===== src/sv/sbde_pkg.sv =====
// Shared types and constants for the sparse bitmap delta encoder.
// Used by sbde_ctrl, sbde_dp and the top level; no dependencies.
`default_nettype none

package sbde_pkg;

  localparam int ROWS_DEF = 16;   // default frame height in rows
  localparam int COLS     = 16;   // pixels per row
  localparam int ROW_W    = 4;    // row index width
  localparam int COL_W    = 4;    // column index width
  localparam int LOC_W    = 9;    // location + 1, up to 256
  localparam int CODE_W   = 10;   // longest code in bits
  localparam int ACC_W    = 17;   // seven leftover bits plus one long code
  localparam int FILL_W   = 5;    // bit count in the accumulator, 0..17
  localparam int CNT_W    = 9;    // entries per frame, up to 256

  typedef enum logic [3:0] {
    ST_IDLE  = 4'b0001,
    ST_SCAN  = 4'b0010,
    ST_TAIL  = 4'b0100,
    ST_FLUSH = 4'b1000
  } sbde_state_t;

  // controller to datapath
  typedef struct packed {
    logic load;        // latch an input row
    logic scan;        // code the current column and advance
    logic emit;        // move a full byte from the accumulator to the hold slot
    logic push_pend;   // send the held byte to the output
    logic pend_last;   // the held byte ends the row's words
    logic push_flush;  // send the partial byte and count, clear the frame
  } sbde_cmd_t;

  // datapath to controller
  typedef struct packed {
    logic acc_full;    // eight or more bits waiting
    logic pend_valid;  // hold slot occupied
    logic obuf_free;   // output register can take a word this cycle
    logic col_last;    // current column is the rightmost
    logic final_row;   // latched final-row flag
  } sbde_stat_t;

endpackage

`default_nettype wire


===== src/sv/sparse_bitmap_delta_encoder.sv =====
// Sparse bitmap delta encoder, top level: joins sbde_ctrl and sbde_dp.
// Depends on sbde_pkg, sbde_ctrl and sbde_dp.
//
// Takes a bitmap one row of 16 pixels per word and codes each set pixel as
// the delta from the previous one (2-bit short code for 1..3, 10-bit long
// code otherwise). Each code enters the bit stream MSB first, and the stream
// fills bytes from bit 0 upward, one byte per output word. A row is accepted,
// then its 16 columns are scanned in turn through the single code unit, the
// scan pausing to move out every byte completed (at most six); the row is
// then closed, and a final row is flushed. Byte moves, the row close and the
// flush can wait while the output side holds out_stall. A final row adds a
// flush word carrying the partial byte, its bit count and the frame's entry
// count; last marks the final word each row produces. The next row is taken
// while the last word still waits in the output register.
`default_nettype none

module sparse_bitmap_delta_encoder
  import sbde_pkg::*;
#(
  parameter int ROWS = ROWS_DEF
) (
  input  wire logic               clk,
  input  wire logic               rst,
  input  wire logic               in_valid,
  output logic                    in_stall,
  input  wire logic [COLS-1:0]    row_bits,
  input  wire logic               first_row,
  input  wire logic               final_row,
  output logic                    out_valid,
  input  wire logic               out_stall,
  output logic [7:0]              stream_byte,
  output logic [3:0]              valid_bits,
  output logic [CNT_W-1:0]        entry_count,
  output logic                    frame_done,
  output logic                    last
);

  sbde_cmd_t  cmd;
  sbde_stat_t stat;

  sbde_ctrl u_ctrl (
    .clk      (clk),
    .rst      (rst),
    .in_valid (in_valid),
    .in_stall (in_stall),
    .stat     (stat),
    .cmd      (cmd)
  );

  sbde_dp #(
    .ROWS (ROWS)
  ) u_dp (
    .clk         (clk),
    .rst         (rst),
    .row_bits    (row_bits),
    .first_row   (first_row),
    .final_row   (final_row),
    .cmd         (cmd),
    .stat        (stat),
    .out_valid   (out_valid),
    .out_stall   (out_stall),
    .stream_byte (stream_byte),
    .valid_bits  (valid_bits),
    .entry_count (entry_count),
    .frame_done  (frame_done),
    .last        (last)
  );

  // at most one step of work per cycle
  a_one_cmd : assert property (@(posedge clk) disable iff (rst)
    $onehot0({cmd.load, cmd.scan, cmd.emit, cmd.push_pend, cmd.push_flush}))
    else $error("controller issued overlapping commands");

  // only the flush word carries a partial byte or a count
  a_full_word : assert property (@(posedge clk) disable iff (rst)
    out_valid && !frame_done |-> valid_bits == 4'd8 && entry_count == '0)
    else $error("non-flush word with partial byte or count");

  a_flush_last : assert property (@(posedge clk) disable iff (rst)
    out_valid && frame_done |-> last && valid_bits < 4'd8)
    else $error("flush word not marked last or overfull");

  // a word may not be overwritten while the output side holds it
  a_no_overrun : assert property (@(posedge clk) disable iff (rst)
    out_valid && out_stall |-> !(cmd.push_pend || cmd.push_flush ||
                                 (cmd.emit && stat.pend_valid)))
    else $error("output word overwritten under stall");

endmodule

`default_nettype wire


===== src/sv/sbde_ctrl.sv =====
// Controller for the sparse bitmap delta encoder: sequences the column scan,
// byte emission and end-of-row steps. Depends on sbde_pkg.
`default_nettype none

module sbde_ctrl
  import sbde_pkg::*;
(
  input  wire logic       clk,
  input  wire logic       rst,
  input  wire logic       in_valid,
  output logic            in_stall,
  input  wire sbde_stat_t stat,
  output sbde_cmd_t       cmd
);

  sbde_state_t state, state_next;

  always_ff @(posedge clk) begin
    if (rst) begin
      state <= ST_IDLE;
    end else begin
      state <= state_next;
    end
  end

  assign in_stall = (state != ST_IDLE);

  always_comb begin
    state_next = state;
    cmd        = '0;
    case (state)
      ST_IDLE: begin
        if (in_valid) begin
          cmd.load   = 1'b1;
          state_next = ST_SCAN;
        end
      end
      ST_SCAN: begin
        if (stat.acc_full) begin
          // drain a byte before the next code can fit
          if (!stat.pend_valid || stat.obuf_free) begin
            cmd.emit = 1'b1;
          end
        end else begin
          cmd.scan = 1'b1;
          if (stat.col_last) begin
            state_next = ST_TAIL;
          end
        end
      end
      ST_TAIL: begin
        if (stat.acc_full) begin
          if (!stat.pend_valid || stat.obuf_free) begin
            cmd.emit = 1'b1;
          end
        end else if (stat.pend_valid) begin
          if (stat.obuf_free) begin
            cmd.push_pend = 1'b1;
            cmd.pend_last = !stat.final_row;
            state_next    = stat.final_row ? ST_FLUSH : ST_IDLE;
          end
        end else begin
          state_next = stat.final_row ? ST_FLUSH : ST_IDLE;
        end
      end
      ST_FLUSH: begin
        if (stat.obuf_free) begin
          cmd.push_flush = 1'b1;
          state_next     = ST_IDLE;
        end
      end
      default: begin
        state_next = ST_IDLE;
      end
    endcase
  end

endmodule

`default_nettype wire


===== src/sv/sbde_dp.sv =====
// Datapath for the sparse bitmap delta encoder: row latch, delta coder,
// bit accumulator, hold slot and output register. Depends on sbde_pkg.
`default_nettype none

module sbde_dp
  import sbde_pkg::*;
#(
  parameter int ROWS = ROWS_DEF
) (
  input  wire logic               clk,
  input  wire logic               rst,
  input  wire logic [COLS-1:0]    row_bits,
  input  wire logic               first_row,
  input  wire logic               final_row,
  input  wire sbde_cmd_t          cmd,
  output sbde_stat_t              stat,
  output logic                    out_valid,
  input  wire logic               out_stall,
  output logic [7:0]              stream_byte,
  output logic [3:0]              valid_bits,
  output logic [CNT_W-1:0]        entry_count,
  output logic                    frame_done,
  output logic                    last
);

  // short delta: two bits; long delta: two zeros then delta-3 on eight bits,
  // laid out in stream order (earliest bit at bit 0)
  function automatic logic [CODE_W-1:0] stream_code(input logic [LOC_W-1:0] d);
    logic [7:0]        m;
    logic [CODE_W-1:0] w;
    m = 8'(d - 9'd3);
    w = '0;
    if (d <= 9'd3) begin
      w[0] = d[1];
      w[1] = d[0];
    end else begin
      for (int i = 0; i < 8; i++) begin
        w[2 + i] = m[7 - i];
      end
    end
    return w;
  endfunction

  logic [COLS-1:0]   row_q;
  logic              final_q;
  logic [COL_W-1:0]  col;
  logic [ROW_W-1:0]  row_idx;
  logic [LOC_W-1:0]  lap;
  logic [CNT_W-1:0]  entries;
  logic [ACC_W-1:0]  acc;
  logic [FILL_W-1:0] fill;
  logic [7:0]        pend;
  logic              pend_valid;

  logic [LOC_W-1:0]  loc1;
  logic [LOC_W-1:0]  delta;
  logic              take;
  logic [CODE_W-1:0] code;
  logic [FILL_W-1:0] code_len;
  logic              obuf_free;

  assign loc1     = {1'b0, row_idx, col} + 9'd1;
  assign take     = row_q[col] && (loc1 > lap);
  assign delta    = loc1 - lap;
  assign code     = stream_code(delta);
  assign code_len = (delta <= 9'd3) ? 5'd2 : 5'd10;

  assign obuf_free = !out_valid || !out_stall;

  assign stat.acc_full   = (fill >= 5'd8);
  assign stat.pend_valid = pend_valid;
  assign stat.obuf_free  = obuf_free;
  assign stat.col_last   = (col == COL_W'(COLS - 1));
  assign stat.final_row  = final_q;

  // control state
  always_ff @(posedge clk) begin
    if (rst) begin
      pend_valid <= 1'b0;
      out_valid  <= 1'b0;
    end else begin
      if (cmd.emit) begin
        pend_valid <= 1'b1;
      end else if (cmd.push_pend) begin
        pend_valid <= 1'b0;
      end
      if ((cmd.emit && pend_valid) || cmd.push_pend || cmd.push_flush) begin
        out_valid <= 1'b1;
      end else if (!out_stall) begin
        out_valid <= 1'b0;
      end
    end
  end

  // frame state
  always_ff @(posedge clk) begin
    if (rst) begin
      row_idx <= '0;
      lap     <= '0;
      entries <= '0;
      acc     <= '0;
      fill    <= '0;
    end else begin
      if (cmd.load) begin
        if (first_row) begin
          row_idx <= '0;
          lap     <= '0;
          entries <= '0;
          acc     <= '0;
          fill    <= '0;
        end
      end else if (cmd.scan) begin
        if (take) begin
          acc     <= acc | (ACC_W'(code) << fill);
          fill    <= fill + code_len;
          lap     <= loc1;
          entries <= entries + 9'd1;
        end
        // hold the row index at the last row of the frame
        if (stat.col_last && (({1'b0, row_idx} + 5'd1) < 5'(ROWS))) begin
          row_idx <= row_idx + 4'd1;
        end
      end else if (cmd.emit) begin
        acc  <= acc >> 8;
        fill <= fill - 5'd8;
      end else if (cmd.push_flush) begin
        row_idx <= '0;
        lap     <= '0;
        entries <= '0;
        acc     <= '0;
        fill    <= '0;
      end
    end
  end

  // payload registers
  always_ff @(posedge clk) begin
    if (cmd.load) begin
      row_q   <= row_bits;
      final_q <= final_row;
      col     <= '0;
    end else if (cmd.scan) begin
      col <= col + 4'd1;
    end
    if (cmd.emit) begin
      pend <= acc[7:0];
    end
    if (cmd.emit && pend_valid) begin
      stream_byte <= pend;
      valid_bits  <= 4'd8;
      entry_count <= '0;
      frame_done  <= 1'b0;
      last        <= 1'b0;
    end else if (cmd.push_pend) begin
      stream_byte <= pend;
      valid_bits  <= 4'd8;
      entry_count <= '0;
      frame_done  <= 1'b0;
      last        <= cmd.pend_last;
    end else if (cmd.push_flush) begin
      stream_byte <= acc[7:0];
      valid_bits  <= fill[3:0];
      entry_count <= entries;
      frame_done  <= 1'b1;
      last        <= 1'b1;
    end
  end

endmodule

`default_nettype wire


===== config.mk =====
export PLATFORM = sky130hd
export DESIGN_NAME = sparse_bitmap_delta_encoder
export DESIGN_NICKNAME = d
export VERILOG_FILES = /design/src/sv/sbde_pkg.sv /design/src/sv/sparse_bitmap_delta_encoder.sv /design/src/sv/sbde_ctrl.sv /design/src/sv/sbde_dp.sv
export SDC_FILE = /design/constraint.sdc
export NUM_CORES = 1
export LEC_CHECK = 0
export ABC_AREA = 1
export BUFFER_PORTS_ARGS = -buffer_cell sky130_fd_sc_hd__buf_2
export CELL_PAD_IN_SITES_DETAIL_PLACEMENT = 2
export CELL_PAD_IN_SITES_GLOBAL_PLACEMENT = 2
export CORE_MARGIN = 8
export CORE_UTILIZATION = 37
export DETAILED_ROUTE_END_ITERATION = 10
export GPL_TIMING_DRIVEN = 0
export PLACE_DENSITY = 0.81
export SETUP_SLACK_MARGIN = 0.2
export SLEW_MARGIN = 20
export SYNTH_ARGS = -nofsm -noshare
export SYNTH_HDL_FRONTEND = slang
export SYNTH_HIERARCHICAL = 1
export SYNTH_SLANG_ARGS = --single-unit

===== constraint.sdc =====
create_clock -name clk -period 9.3 [get_ports clk]
set_input_delay 0.465 -clock clk [delete_from_list [all_inputs] [get_ports clk]]
set_output_delay 0.465 -clock clk [all_outputs]
set_load 0.005 [all_outputs]

# Word level (Yosys, flattened, before mapping)
# Index checks and enable logic that the tools add are counted.
word_totals:
  register_bits: 102
  input_bits: 22
  out_inout_bits: 25
  word_cells: 135
classes:
  n_addsub: 9
  order_cmp: 5
  eq_ne: 17
  shift: 1
  mux: 63
  n_bitwise: 1
  reduce_logical: 22
ops:
  columns: ["operator", "count"]
  rows:
  - ["$mux 17", 6]
  - ["$mux 9", 9]
  - ["$mux 4", 15]
  - ["$mux 8", 4]
  - ["$mux 5", 6]
  - ["$or 17x17->17", 1]
  - ["$shl 10x5->17", 1]
  - ["$mux 1", 16]
  - ["$pmux 4 s4", 1]
  - ["$mux 2", 5]
  - ["$add 8x1->9 const B", 1]
  - ["$add 9x1->9 const B", 1]
  - ["$gt 9x9->1", 1]
  - ["$le 9x2->1 const B", 1]
  - ["$sub 9x9->9", 1]
  - ["$add 4x1->4 const B", 2]
  - ["$eq 4x4->1 const B", 2]
  - ["$ne 2x2->1 const B", 4]
  - ["$reduce_and 4->1", 2]
  - ["$sub 8x2->8 const B", 1]
  - ["$ne 2x1->1 const B", 3]
  - ["$ne 3x1->1 const B", 2]
  - ["$ne 3x3->1 const B", 2]
  - ["$reduce_and 6->1", 1]
  - ["other kinds (19)", 30]

# Logic depth before layout (Yosys ltp)
# Gate-level depths: netlist (run 1).
logic_depth:
  depth_word: 10
  depth_mapped: 27
  depth_no_buf: 24

# By module
# The synthesis (run 1) kept the hierarchy.
by_module_without_submodules:
  columns: ["module", "n_inst", "cells_each", "area_per_inst_um2", "seq_area_each_um2"]
  rows:
  - ["sbde_dp", 1, 686, 5134.9, 2252.2]
  - ["sbde_ctrl", 1, 59, 351.6, 80.1]

# Least setup slack after synthesis (run 1)
# Ideal clock, no wire load.
synth_path:
  path_type: "flip-flop to flip-flop"
  startpoint: "register u_dp.col[0]"
  endpoint: "register u_dp.fill[4]"
  setup_ps: 132
  arrival_ps: 3508
  required_time_ps: 9168
  setup_slack_ps: 5660
  stages_incl_launch_ff: 25
  path_buffers: 3
  synth_period_minus_slack_ps: 3640
  cell_sequence: "dfxtp_1 > buf_2 > inv_1 > buf_2 > nor3_1 > nand2_1 > nor2_1 > nand2_1 > xor2_1 > ha_1 > nand2_1 > inv_1 > a21oi_1 > nand3_1 > nand2_1 > inv_2 > nor2_1 > nand2_2 > buf_4 > ha_1 > a31o_2 > a21oi_1 > o21ai_0 > a31oi_1 > nor3_1"
synth_via:
  elab_chain_len: 8
  elab_cells_between_ends: 14
  classes_between: "3 x add/sub; 2 x order compare; 1 x eq/ne; 6 x mux; 2 x reduce/logical"
synth_rtl:
  columns: ["item", "line_no", "text"]
  rows:
  - ["start, declared", "sbde_dp.sv:46", "logic [COL_W-1:0] col;"]
  - ["start signal, assigned", "sbde_dp.sv:143", "col <= col + 4'd1;"]
  - ["$add 8x1->9", "sbde_dp.sv:62", "assign loc1 = {1'b0, row_idx, col} + 9'd1;"]
  - ["$sub 9x9->9", "sbde_dp.sv:64", "assign delta = loc1 - lap;"]
  - ["$le 9x2->1", "sbde_dp.sv:66", "assign code_len = (delta <= 9'd3) ? 5'd2 : 5'd10;"]
  - ["$mux 4", "sbde_dp.sv:66", null]
  - ["$add 5x5->5", "sbde_dp.sv:115", "fill <= fill + code_len;"]
  - ["$mux 5", "sbde_dp.sv:113", "if (take) begin"]
  - ["$mux 5", "sbde_dp.sv:112", "end else if (cmd.scan) begin"]
  - ["$mux 5", "sbde_dp.sv:104", "if (cmd.load) begin"]
  - ["end signal, assigned", "sbde_dp.sv:115", null]
  - ["end signal, assigned", "sbde_dp.sv:125", "fill <= fill - 5'd8;"]
  - ["end, declared", "sbde_dp.sv:51", "logic [FILL_W-1:0] fill;"]
# Parallel ways exist; a longest one is shown, timed or not. The select of a mux whose other input is x is not followed.
# A chain may end at the register's enable or synchronous reset.

# Worst setup path in the final report (run 1)
# Same ends and word-level chain as after synthesis.

==> results of run 1 <==
[metal layers]
metal  vias to the layer above  GRT usage  routed length (um)
met5                         -          0                   0
met3                        27     0.0387                 495
met1                      2575      0.226                7790
met2                        74      0.372                9650
met4                         0     0.0681                 367
li1                       2535          -                   -
[placed cells by master (no fill, tap or decap), types with 9 or more instances in the layout]
cell | synthesis | routed
nand2_1 | 202 | 202
inv_1 | 89 | 89
dfxtp_1 | 67 | 67
nor2_1 | 60 | 58
nand3_1 | 55 | 55
buf_2 | 8 | 53
a21oi_1 | 51 | 51
edfxtp_1 | 33 | 33
o21ai_0 | 28 | 28
ha_1 | 16 | 16
clkbuf_1 | 12 | 14
nand2_2 | 14 | 14
nand4_1 | 13 | 13
nor2_2 | 9 | 11
clkbuf_16 | 0 | 9
a211oi_1 | 9 | 9
xor2_1 | 9 | 9
[cell type report]
cell class	count	area [sq um]	share of cell area
timing repair buffer	46	240	0.0386
tap	184	230	0.0370
buffer	29	153	0.0245
sequential	100	2330	0.375
clock inverter	5	28.8	0.00462
clock buffer	11	233	0.0374
inverter	95	357	0.0573
multi-input combinational	521	2650	0.426
[worst reg2reg max path: stages, from the launching register on]
cell and delay [ns]:
dfxtp_1 0.38, buf_2 0.23, inv_1 0.08, buf_2 0.18, nor3_1 0.37, nand2_1 0.11
nor2_1 0.19, nand2_1 0.10, xor2_1 0.23, ha_1 0.33, nand2_1 0.14, inv_1 0.05
a21oi_1 0.19, nand3_1 0.10, nand2_1 0.11, inv_2 0.03, nor2_1 0.12, nand2_2 0.09
buf_4 0.18, ha_1 0.31, a31o_2 0.28, a21oi_1 0.12, o21ai_0 0.09, a31oi_1 0.19
nor3_1 0.08
[worst max-delay path by stage]
stage / to / from / cells past startpoint / slack [ns]
2_1_floorplan: u_dp/fill[4]$_SDFFE_PP0P_ / u_dp/col[0]$_SDFFE_PP0P_ / 24 / 5.66
3_3_place_gp: u_dp/entries[3]$_SDFFE_PP0P_ / u_dp/fill[3]$_SDFFE_PP0P_ / 14 / 5.00
3_5_place_dp: u_dp/entries[3]$_SDFFE_PP0P_ / u_dp/fill[3]$_SDFFE_PP0P_ / 14 / 4.84
4_1_cts: u_dp/entries[3]$_SDFFE_PP0P_ / u_dp/fill[3]$_SDFFE_PP0P_ / 14 / 4.78
5_1_grt: u_dp/fill[4]$_SDFFE_PP0P_ / u_dp/col[0]$_SDFFE_PP0P_ / 24 / 4.45
6_report: u_dp/fill[4]$_SDFFE_PP0P_ / u_dp/col[0]$_SDFFE_PP0P_ / 24 / 4.88
[cell usage after synthesis (all sizes together)]
master and instances:
nand2 218, inv 93, nor2 71, dfxtp 67
nand3 60, a21oi 58, o21ai 35, edfxtp 33
buf 17, ha 16, nand4 13, clkbuf 12
a211oi 9, xor2 9, nor3 8, o211ai 5
o22ai 5, o21bai 3, a31oi 2, clkinv 2
xnor2 2, a22oi 1, a31o 1, and2 1
conb 1, fa 1, o31ai 1, o41ai 1
[sequential cells by signal, summed over array words and instances, names as in the netlist, 8 cells and up]
signal	cells
u_dp/entries	9
u_dp/entry_count	9
u_dp/stream_byte	8
u_dp/row_q	16
u_dp/acc	17
u_dp/lap	9
u_dp/pend	8
[power groups by stage]
stage	registers (mW)	clock network, mW	logic [mW]
after global routing	0.584	0.372	1.54
final	0.575	0.346	1.37
after detailed placement	0.585	0	1.37
after floorplan	0.571	0	0.985
after global placement	0.579	0	1.29
after CTS	0.576	0.358	1.39
[stage by stage]
stage | hold WS (ns) | std cells | utilization | total power, mW
global placement | 0.421 | 974 | 0.409 | 1.87
CTS | 0.267 | 991 | 0.428 | 2.32
finish | 0.283 | 991 | 0.428 | 2.30
detailed placement | 0.426 | 975 | 0.410 | 1.96
floorplan | 0.408 | 745 | - | 1.56
global route | 0.267 | 991 | 0.428 | 2.49
[kinds of logic after synthesis]
logic type	after synthesis	synth area share
AO/OA/AOI/OAI	121	0.127
AND/OR/NAND/NOR	371	0.296
XOR/XNOR	11	0.0176
buffers and inverters	124	0.0928
flip-flops	100	0.425
other	1	0.000683
adder cells (fa/ha/maj)	17	0.0401
==> summary.txt, run 1 <==
Global route
  • Vias in the first global route: 5773
  • Grt total ovfl: 0
  • Largest net degree at the start of global routing: 17
  • Initial antenna violation count: 0
  • First-pass GRT wire length: 29.7 mm
  • Total Routing Usage GR: 0.201

Cells and area
  • Diodes inserted: 0
  • Layout cells sized above 1: 0.151
  • Post-route cell area: 0.00622 sq mm
  • Fillers: 1708
  • Area growth syn-to-layout: 13.4%
  • Final nets: 841

Yosys
  • Avg Cell Area, Syn: 7.36 sq um
  • Yosys top cell by area: dfxtp_1
  • Area contributors post-synth: dfxtp_1 24%, edfxtp_1 18%, nand2_1 14%
  • Synthesized area: 0.00549 sq mm
  • Synth Warn #: 6
  • #FFs+latches synth: 100
  • Post-synth net total: 784
  • Distinct cells, synth: 40
  • Gate Count Post-Synth: 745
  • Yosys top cell area share: 0.244
  • Sequential area share after synthesis: 0.425

Worst setup path
  • Worst Path Required: 9.51 ns
  • WP buf/inv: 6
  • CP Capture Type: register
  • Worst r2r src: u_dp/col[0]$_SDFFE_PP0P_
  • CP dominant cell by count: nand2_1
  • Reg-to-Reg End: u_dp/fill[4]$_SDFFE_PP0P_
  • Startpoint class of the critical path: register
  • Cell family with most CP delay: simple AND/OR/NAND/NOR gates
  • Reg2Reg Setup Slack: 4.88 ns
  • R2R depth: 24
  • Crit-path max FO: 10
  • Crit path DAT: 4.64 ns
  • Critical path cell sequence: buf_2 > inv_1 > buf_2 > nor3_1 > nand2_1 > nor2_1 > nand2_1 > xor2_1 > ha_1 > nand2_1 > inv_1 > a21oi_1 > nand3_1 > nand2_1 > inv_2 > nor2_1 > nand2_2 > buf_4 > ha_1 > a31o_2 > a21oi_1 > o21ai_0 > a31oi_1 > nor3_1
  • Critical path's largest stage delay: 0.38 ns
  • Crit-path slowest cell: dfxtp_1
  • Crit path kind: register to register

Clock tree
  • H-tree Lvls: 3
  • Root Driver: clkbuf_16
  • Worst-path clk slew: 0.07 ns
  • CTS-repair resized insts: 0
  • Post-CTS Setup Bufs: 0
  • Cts hold-fix bufs: 0
  • CTS sink cnt: 100
  • Clock buffer depth: 2
  • CTS tree: done
  • Inserted Clock Buffers: 9
  • Clock Latency Late Sink: 0.36 ns

Routing
  • Drt total wl: 18.3 mm
  • Iter 0 DRT Violations: 156
  • Vias per inst: 5.26
  • Routed Antenna Nets: 0
  • DRC violations left: 0
  • DR pass1 iterations: 5
  • Drt wl/cell: 18.5 um
  • DR vias: 5211

STA
  • Period minus WS final: 4.42 ns
  • Peak Freq: 0.226 GHz
  • Clock skew: 0.0103 ns
  • Slew headroom: 0.500
  • Final period utilization: 0.475
  • Tightest Pin Transition: 0.749 ns
  • Final WS setup: 4.88 ns
  • Final setup fails: 0
  • Hold Fails Final Rpt: 0
  • Setup TNS Final: 0 ns
  • RSZ-0062 raised after global routing: false
  • Slew Limit Fails: 0

Worst hold path
  • Hold Crit Class: input pin to register
  • Hold path cells: 1
  • Hold Path End: u_dp/row_q[5]$_DFFE_PP_
  • Min-delay src: row_bits[5]

Placement
  • Instance area at placement: 0.00596 sq mm
  • Number of buffers added on ports: 45
  • DP Worst Slack: 4.84 ns
  • Hpwl dp: 14.3 mm
  • Gp weighted congestion: 0.812

Floorplanning
  • Die H: 138 um
  • Die area: 0.0190 sq mm
  • Starting Density: 0.377
  • Row cnt: 44
  • Die Wd: 138 um
  • Core Box Area: 0.0145 sq mm
  • Ports: 47

Pwr
  • Comb power frac: 0.599
  • Sequential power share: 0.250
  • Leak: 2.76 nW
  • Worst vdd ir: 0.143 mV
  • Pint: 1.14 mW
  • PwrDens: 369 mW/mm^2
  • Switching share of power: 0.503
  • Clk pwr share: 0.151
  • Net Sw Power: 1.15 mW

Job
  • Max Cap Violations: 0

Status
  • Outcome: finished, final reports clean
No activity file was read; power rests on OpenSTA's default activity.
==> inputs of run 2 (changes only) <==
--- a/config.mk
+++ b/config.mk
@@ -10,10 +10,10 @@
 export CELL_PAD_IN_SITES_DETAIL_PLACEMENT = 2
 export CELL_PAD_IN_SITES_GLOBAL_PLACEMENT = 2
 export CORE_MARGIN = 8
-export CORE_UTILIZATION = 37
+export CORE_UTILIZATION = 31
 export DETAILED_ROUTE_END_ITERATION = 10
 export GPL_TIMING_DRIVEN = 0
-export PLACE_DENSITY = 0.81
+export PLACE_DENSITY = 0.72
 export SETUP_SLACK_MARGIN = 0.2
 export SLEW_MARGIN = 20
 export SYNTH_ARGS = -nofsm -noshare
==> constraint.sdc (replaced) <==
create_clock -name clk -period 3.8 [get_ports clk]
set_input_delay 0.19 -clock clk [delete_from_list [all_inputs] [get_ports clk]]
set_output_delay 0.19 -clock clk [all_outputs]
set_load 0.005 [all_outputs]
==> summary.txt, run 2 (same netlist as run 1, synthesis figures left out) <==
Floorplanning
  • Die H: 149 um (+8.2%)
  • Starting Density: 0.317 (-0.0603)
  • Core Box Area: 0.0173 sq mm (+19%)
  • Die Wd: 149 um (+8.2%)
  • Ports: 47 (unchanged)
  • Row cnt: 48 (+9.1%)
  • Die area: 0.0222 sq mm (+17%)

Routing
  • DR vias: 5238 (+0.52%)
  • Iter 0 DRT Violations: 109 (-30%)
  • DR pass1 iterations: 4 (-1)
  • Drt total wl: 18.4 mm (+0.42%)
  • Drt wl/cell: 17.3 um (-6.3%)
  • Routed Antenna Nets: 0 (unchanged)
  • Vias per inst: 4.93 (-6.2%)
  • DRC violations left: 0 (unchanged)

Worst hold path
  • Min-delay src: row_bits[9]
  • Hold Crit Class: input pin to register
  • Hold Path End: u_dp/row_q[9]$_DFFE_PP_
  • Hold path cells: 1 (unchanged)

STA
  • Slew headroom: 0.578 (+0.0780)
  • Clock skew: 0.00976 ns (-0.000499 ns)
  • Setup TNS Final: 0 ns (unchanged)
  • Tightest Pin Transition: 0.633 ns (-0.116 ns)
  • Final WS setup: 0.302 ns (-4.58 ns)
  • Hold Fails Final Rpt: 0 (unchanged)
  • Final setup fails: 0 (unchanged)
  • Slew Limit Fails: 0 (unchanged)
  • RSZ-0062 raised after global routing: true
  • Period minus WS final: 3.50 ns (-0.924 ns)
  • Final period utilization: 0.921 (+0.445)
  • Peak Freq: 0.286 GHz (+26%)

Placement
  • Gp weighted congestion: 0.756 (-6.9%)
  • Number of buffers added on ports: 45 (unchanged)
  • Hpwl dp: 14.1 mm (-1.3%)
  • DP Worst Slack: -0.804 ns (-5.64 ns)

Clock tree
  • Worst-path clk slew: 0.07 ns (about the same)
  • Clock buffer depth: 2 (unchanged)
  • CTS tree: done
  • H-tree Lvls: 3 (unchanged)
  • Inserted Clock Buffers: 9 (unchanged)
  • CTS sink cnt: 100 (unchanged)
  • Root Driver: clkbuf_16
  • Clock Latency Late Sink: 0.36 ns (about the same)

Global route
  • Total Routing Usage GR: 0.164 (-0.0375)
  • Largest net degree at the start of global routing: 19 (+2)
  • First-pass GRT wire length: 29.2 mm (-1.7%)
  • Initial antenna violation count: 0 (unchanged)
  • Grt total ovfl: 0 (unchanged)
  • Vias in the first global route: 5736 (-0.64%)

Job
  • Max Cap Violations: 0 (unchanged)

Cells and area
  • Commonest non-fill, non-tap cells in the layout: 194 x nand2_1, 88 x inv_1, 66 x dfxtp_1
  • Diodes inserted: 0 (unchanged)
  • Biggest register: u_dp/acc
  • Area growth syn-to-layout: 24.2%
  • Largest register FFs: 17 (unchanged)
  • Commonest non-fill, non-tap cell in the layout: nand2_1
  • Fillers: 2041 (+19%)
  • Top flop regs: u_dp/acc: 17 flops, u_dp/row_q: 16 flops
  • Layout cells sized above 1: 0.204 (+0.0531)
  • Final nets: 871 (+3.6%)

Worst setup path
  • Crit path DAT: 3.72 ns (-0.92 ns)
  • Crit-path max FO: 8 (-2)
  • CP Capture Type: register
  • R2R depth: 24 (unchanged)
  • Worst r2r src: u_dp/col[0]$_SDFFE_PP0P_
  • CP dominant cell by count: nand2_2
  • Critical path's largest stage delay: 0.36 ns (-0.02 ns)
  • Startpoint class of the critical path: register
  • Crit path kind: register to register
  • Reg-to-Reg End: u_dp/fill[4]$_SDFFE_PP0P_
  • Critical path cell sequence: buf_6 > inv_1 > buf_6 > nor3_4 > nand2_2 > nor2_4 > nand2_2 > xor2_4 > ha_4 > nand2_4 > inv_1 > a21oi_2 > nand3_1 > nand2_2 > inv_2 > nor2_2 > nand2_2 > buf_6 > ha_4 > a31o_4 > a21oi_2 > o21ai_1 > a31oi_1 > nor3_1
  • Crit-path slowest cell: dfxtp_2
  • Worst Path Required: 4.02 ns (-5.49 ns)
  • Reg2Reg Setup Slack: 0.30 ns (-4.58 ns)

Pwr
  • PwrDens: 861 mW/mm^2 (+130%)
  • Total Power: 5.87 mW (+160%)
  • Leak: 2.97 nW (+7.3%)
  • Worst vdd ir: 0.329 mV (+130%)

Status
  • Outcome: finished, final reports clean
==> run 2: cell count changes in the layout (fill, tap and decap cells not counted), sizes merged <==
cell / change
buf: +16
clkbuf: -2
clkinvlp: -2
dlygate4sd3: +15
inv: +3
==> run 2: worst max-delay path by stage <==
stage                                   start                           end  slack [ns]
floorplan            u_dp/col[0]$_SDFFE_PP0P_     u_dp/fill[4]$_SDFFE_PP0P_        0.22
global placement    u_dp/fill[3]$_SDFFE_PP0P_  u_dp/entries[3]$_SDFFE_PP0P_       -0.67
detailed placement  u_dp/fill[3]$_SDFFE_PP0P_  u_dp/entries[3]$_SDFFE_PP0P_       -0.80
CTS                  u_dp/col[0]$_SDFFE_PP0P_     u_dp/fill[4]$_SDFFE_PP0P_        0.20
global route         u_dp/col[0]$_SDFFE_PP0P_     u_dp/fill[4]$_SDFFE_PP0P_        0.08
finish               u_dp/col[0]$_SDFFE_PP0P_     u_dp/fill[4]$_SDFFE_PP0P_        0.30
==> run 2: layout make-up <==
class	instances	area, sq um	share of cell area
Timing Repair Buffer	76	499	0.0733
Buffer	29	180	0.0264
Clock inverter	6	55.1	0.00808
Sequential cell	100	2330	0.342
Inverter	95	357	0.0523
Multi-Input combinational cell	521	2870	0.421
Clock buffer	10	239	0.0351
Tap cell	225	282	0.0413
==> run 2: what timing repair did <==
action | in CTS | in global routing
setup endpoints to repair | 51 | 21
hold buffers | 15 | 0
buffers inserted | 5 | 10
resized for setup | 18 | 36
endpoints found under the hold margin | 15 | 0
pin swaps | 8 | 12
==> run 2: worst max-delay path, delay by kind of cell, from the launching register on <==
family | cells | cell delay [ns]
fa+ha+maj | 2 | 0.49
buf+inv | 6 | 0.53
compound gates | 5 | 0.73
xor+xnor | 1 | 0.17
flops | 1 | 0.36
simple gates | 10 | 1.06
==> run 2: power breakdown <==
group | total (mW) | internal [mW] | leakage [nW] | switching [mW]
sequential | 1.41 | 1.31 | 0.843 | 0.0988
clock | 0.919 | 0.476 | 0.147 | 0.443
combinational | 3.54 | 1.20 | 1.98 | 2.34
total | 5.87 | 2.99 | 2.97 | 2.88
==> run 2: layer usage <==
layer  vias up  share of wire  global-route usage  routed length, um
met5         -              0                   0                  0
met4         0         0.0069              0.0480                126
met3        10          0.024              0.0261                448
met2        51           0.54               0.308               9900
met1      2583           0.43               0.186               7900
li1       2594              -                   -                  -
==> run 2: per-stage QoR <==
stage / hold WS, ns / util / std cells / area, sq um
floorplan: 0.259 / - / 745 / 5490
global placement: 0.367 / 0.347 / 1015 / 6000
global route: -0.00307 / 0.394 / 1062 / 6810
CTS: 0.00121 / 0.380 / 1052 / 6570
detailed placement: 0.369 / 0.348 / 1016 / 6010
finish: 0.0139 / 0.394 / 1062 / 6810
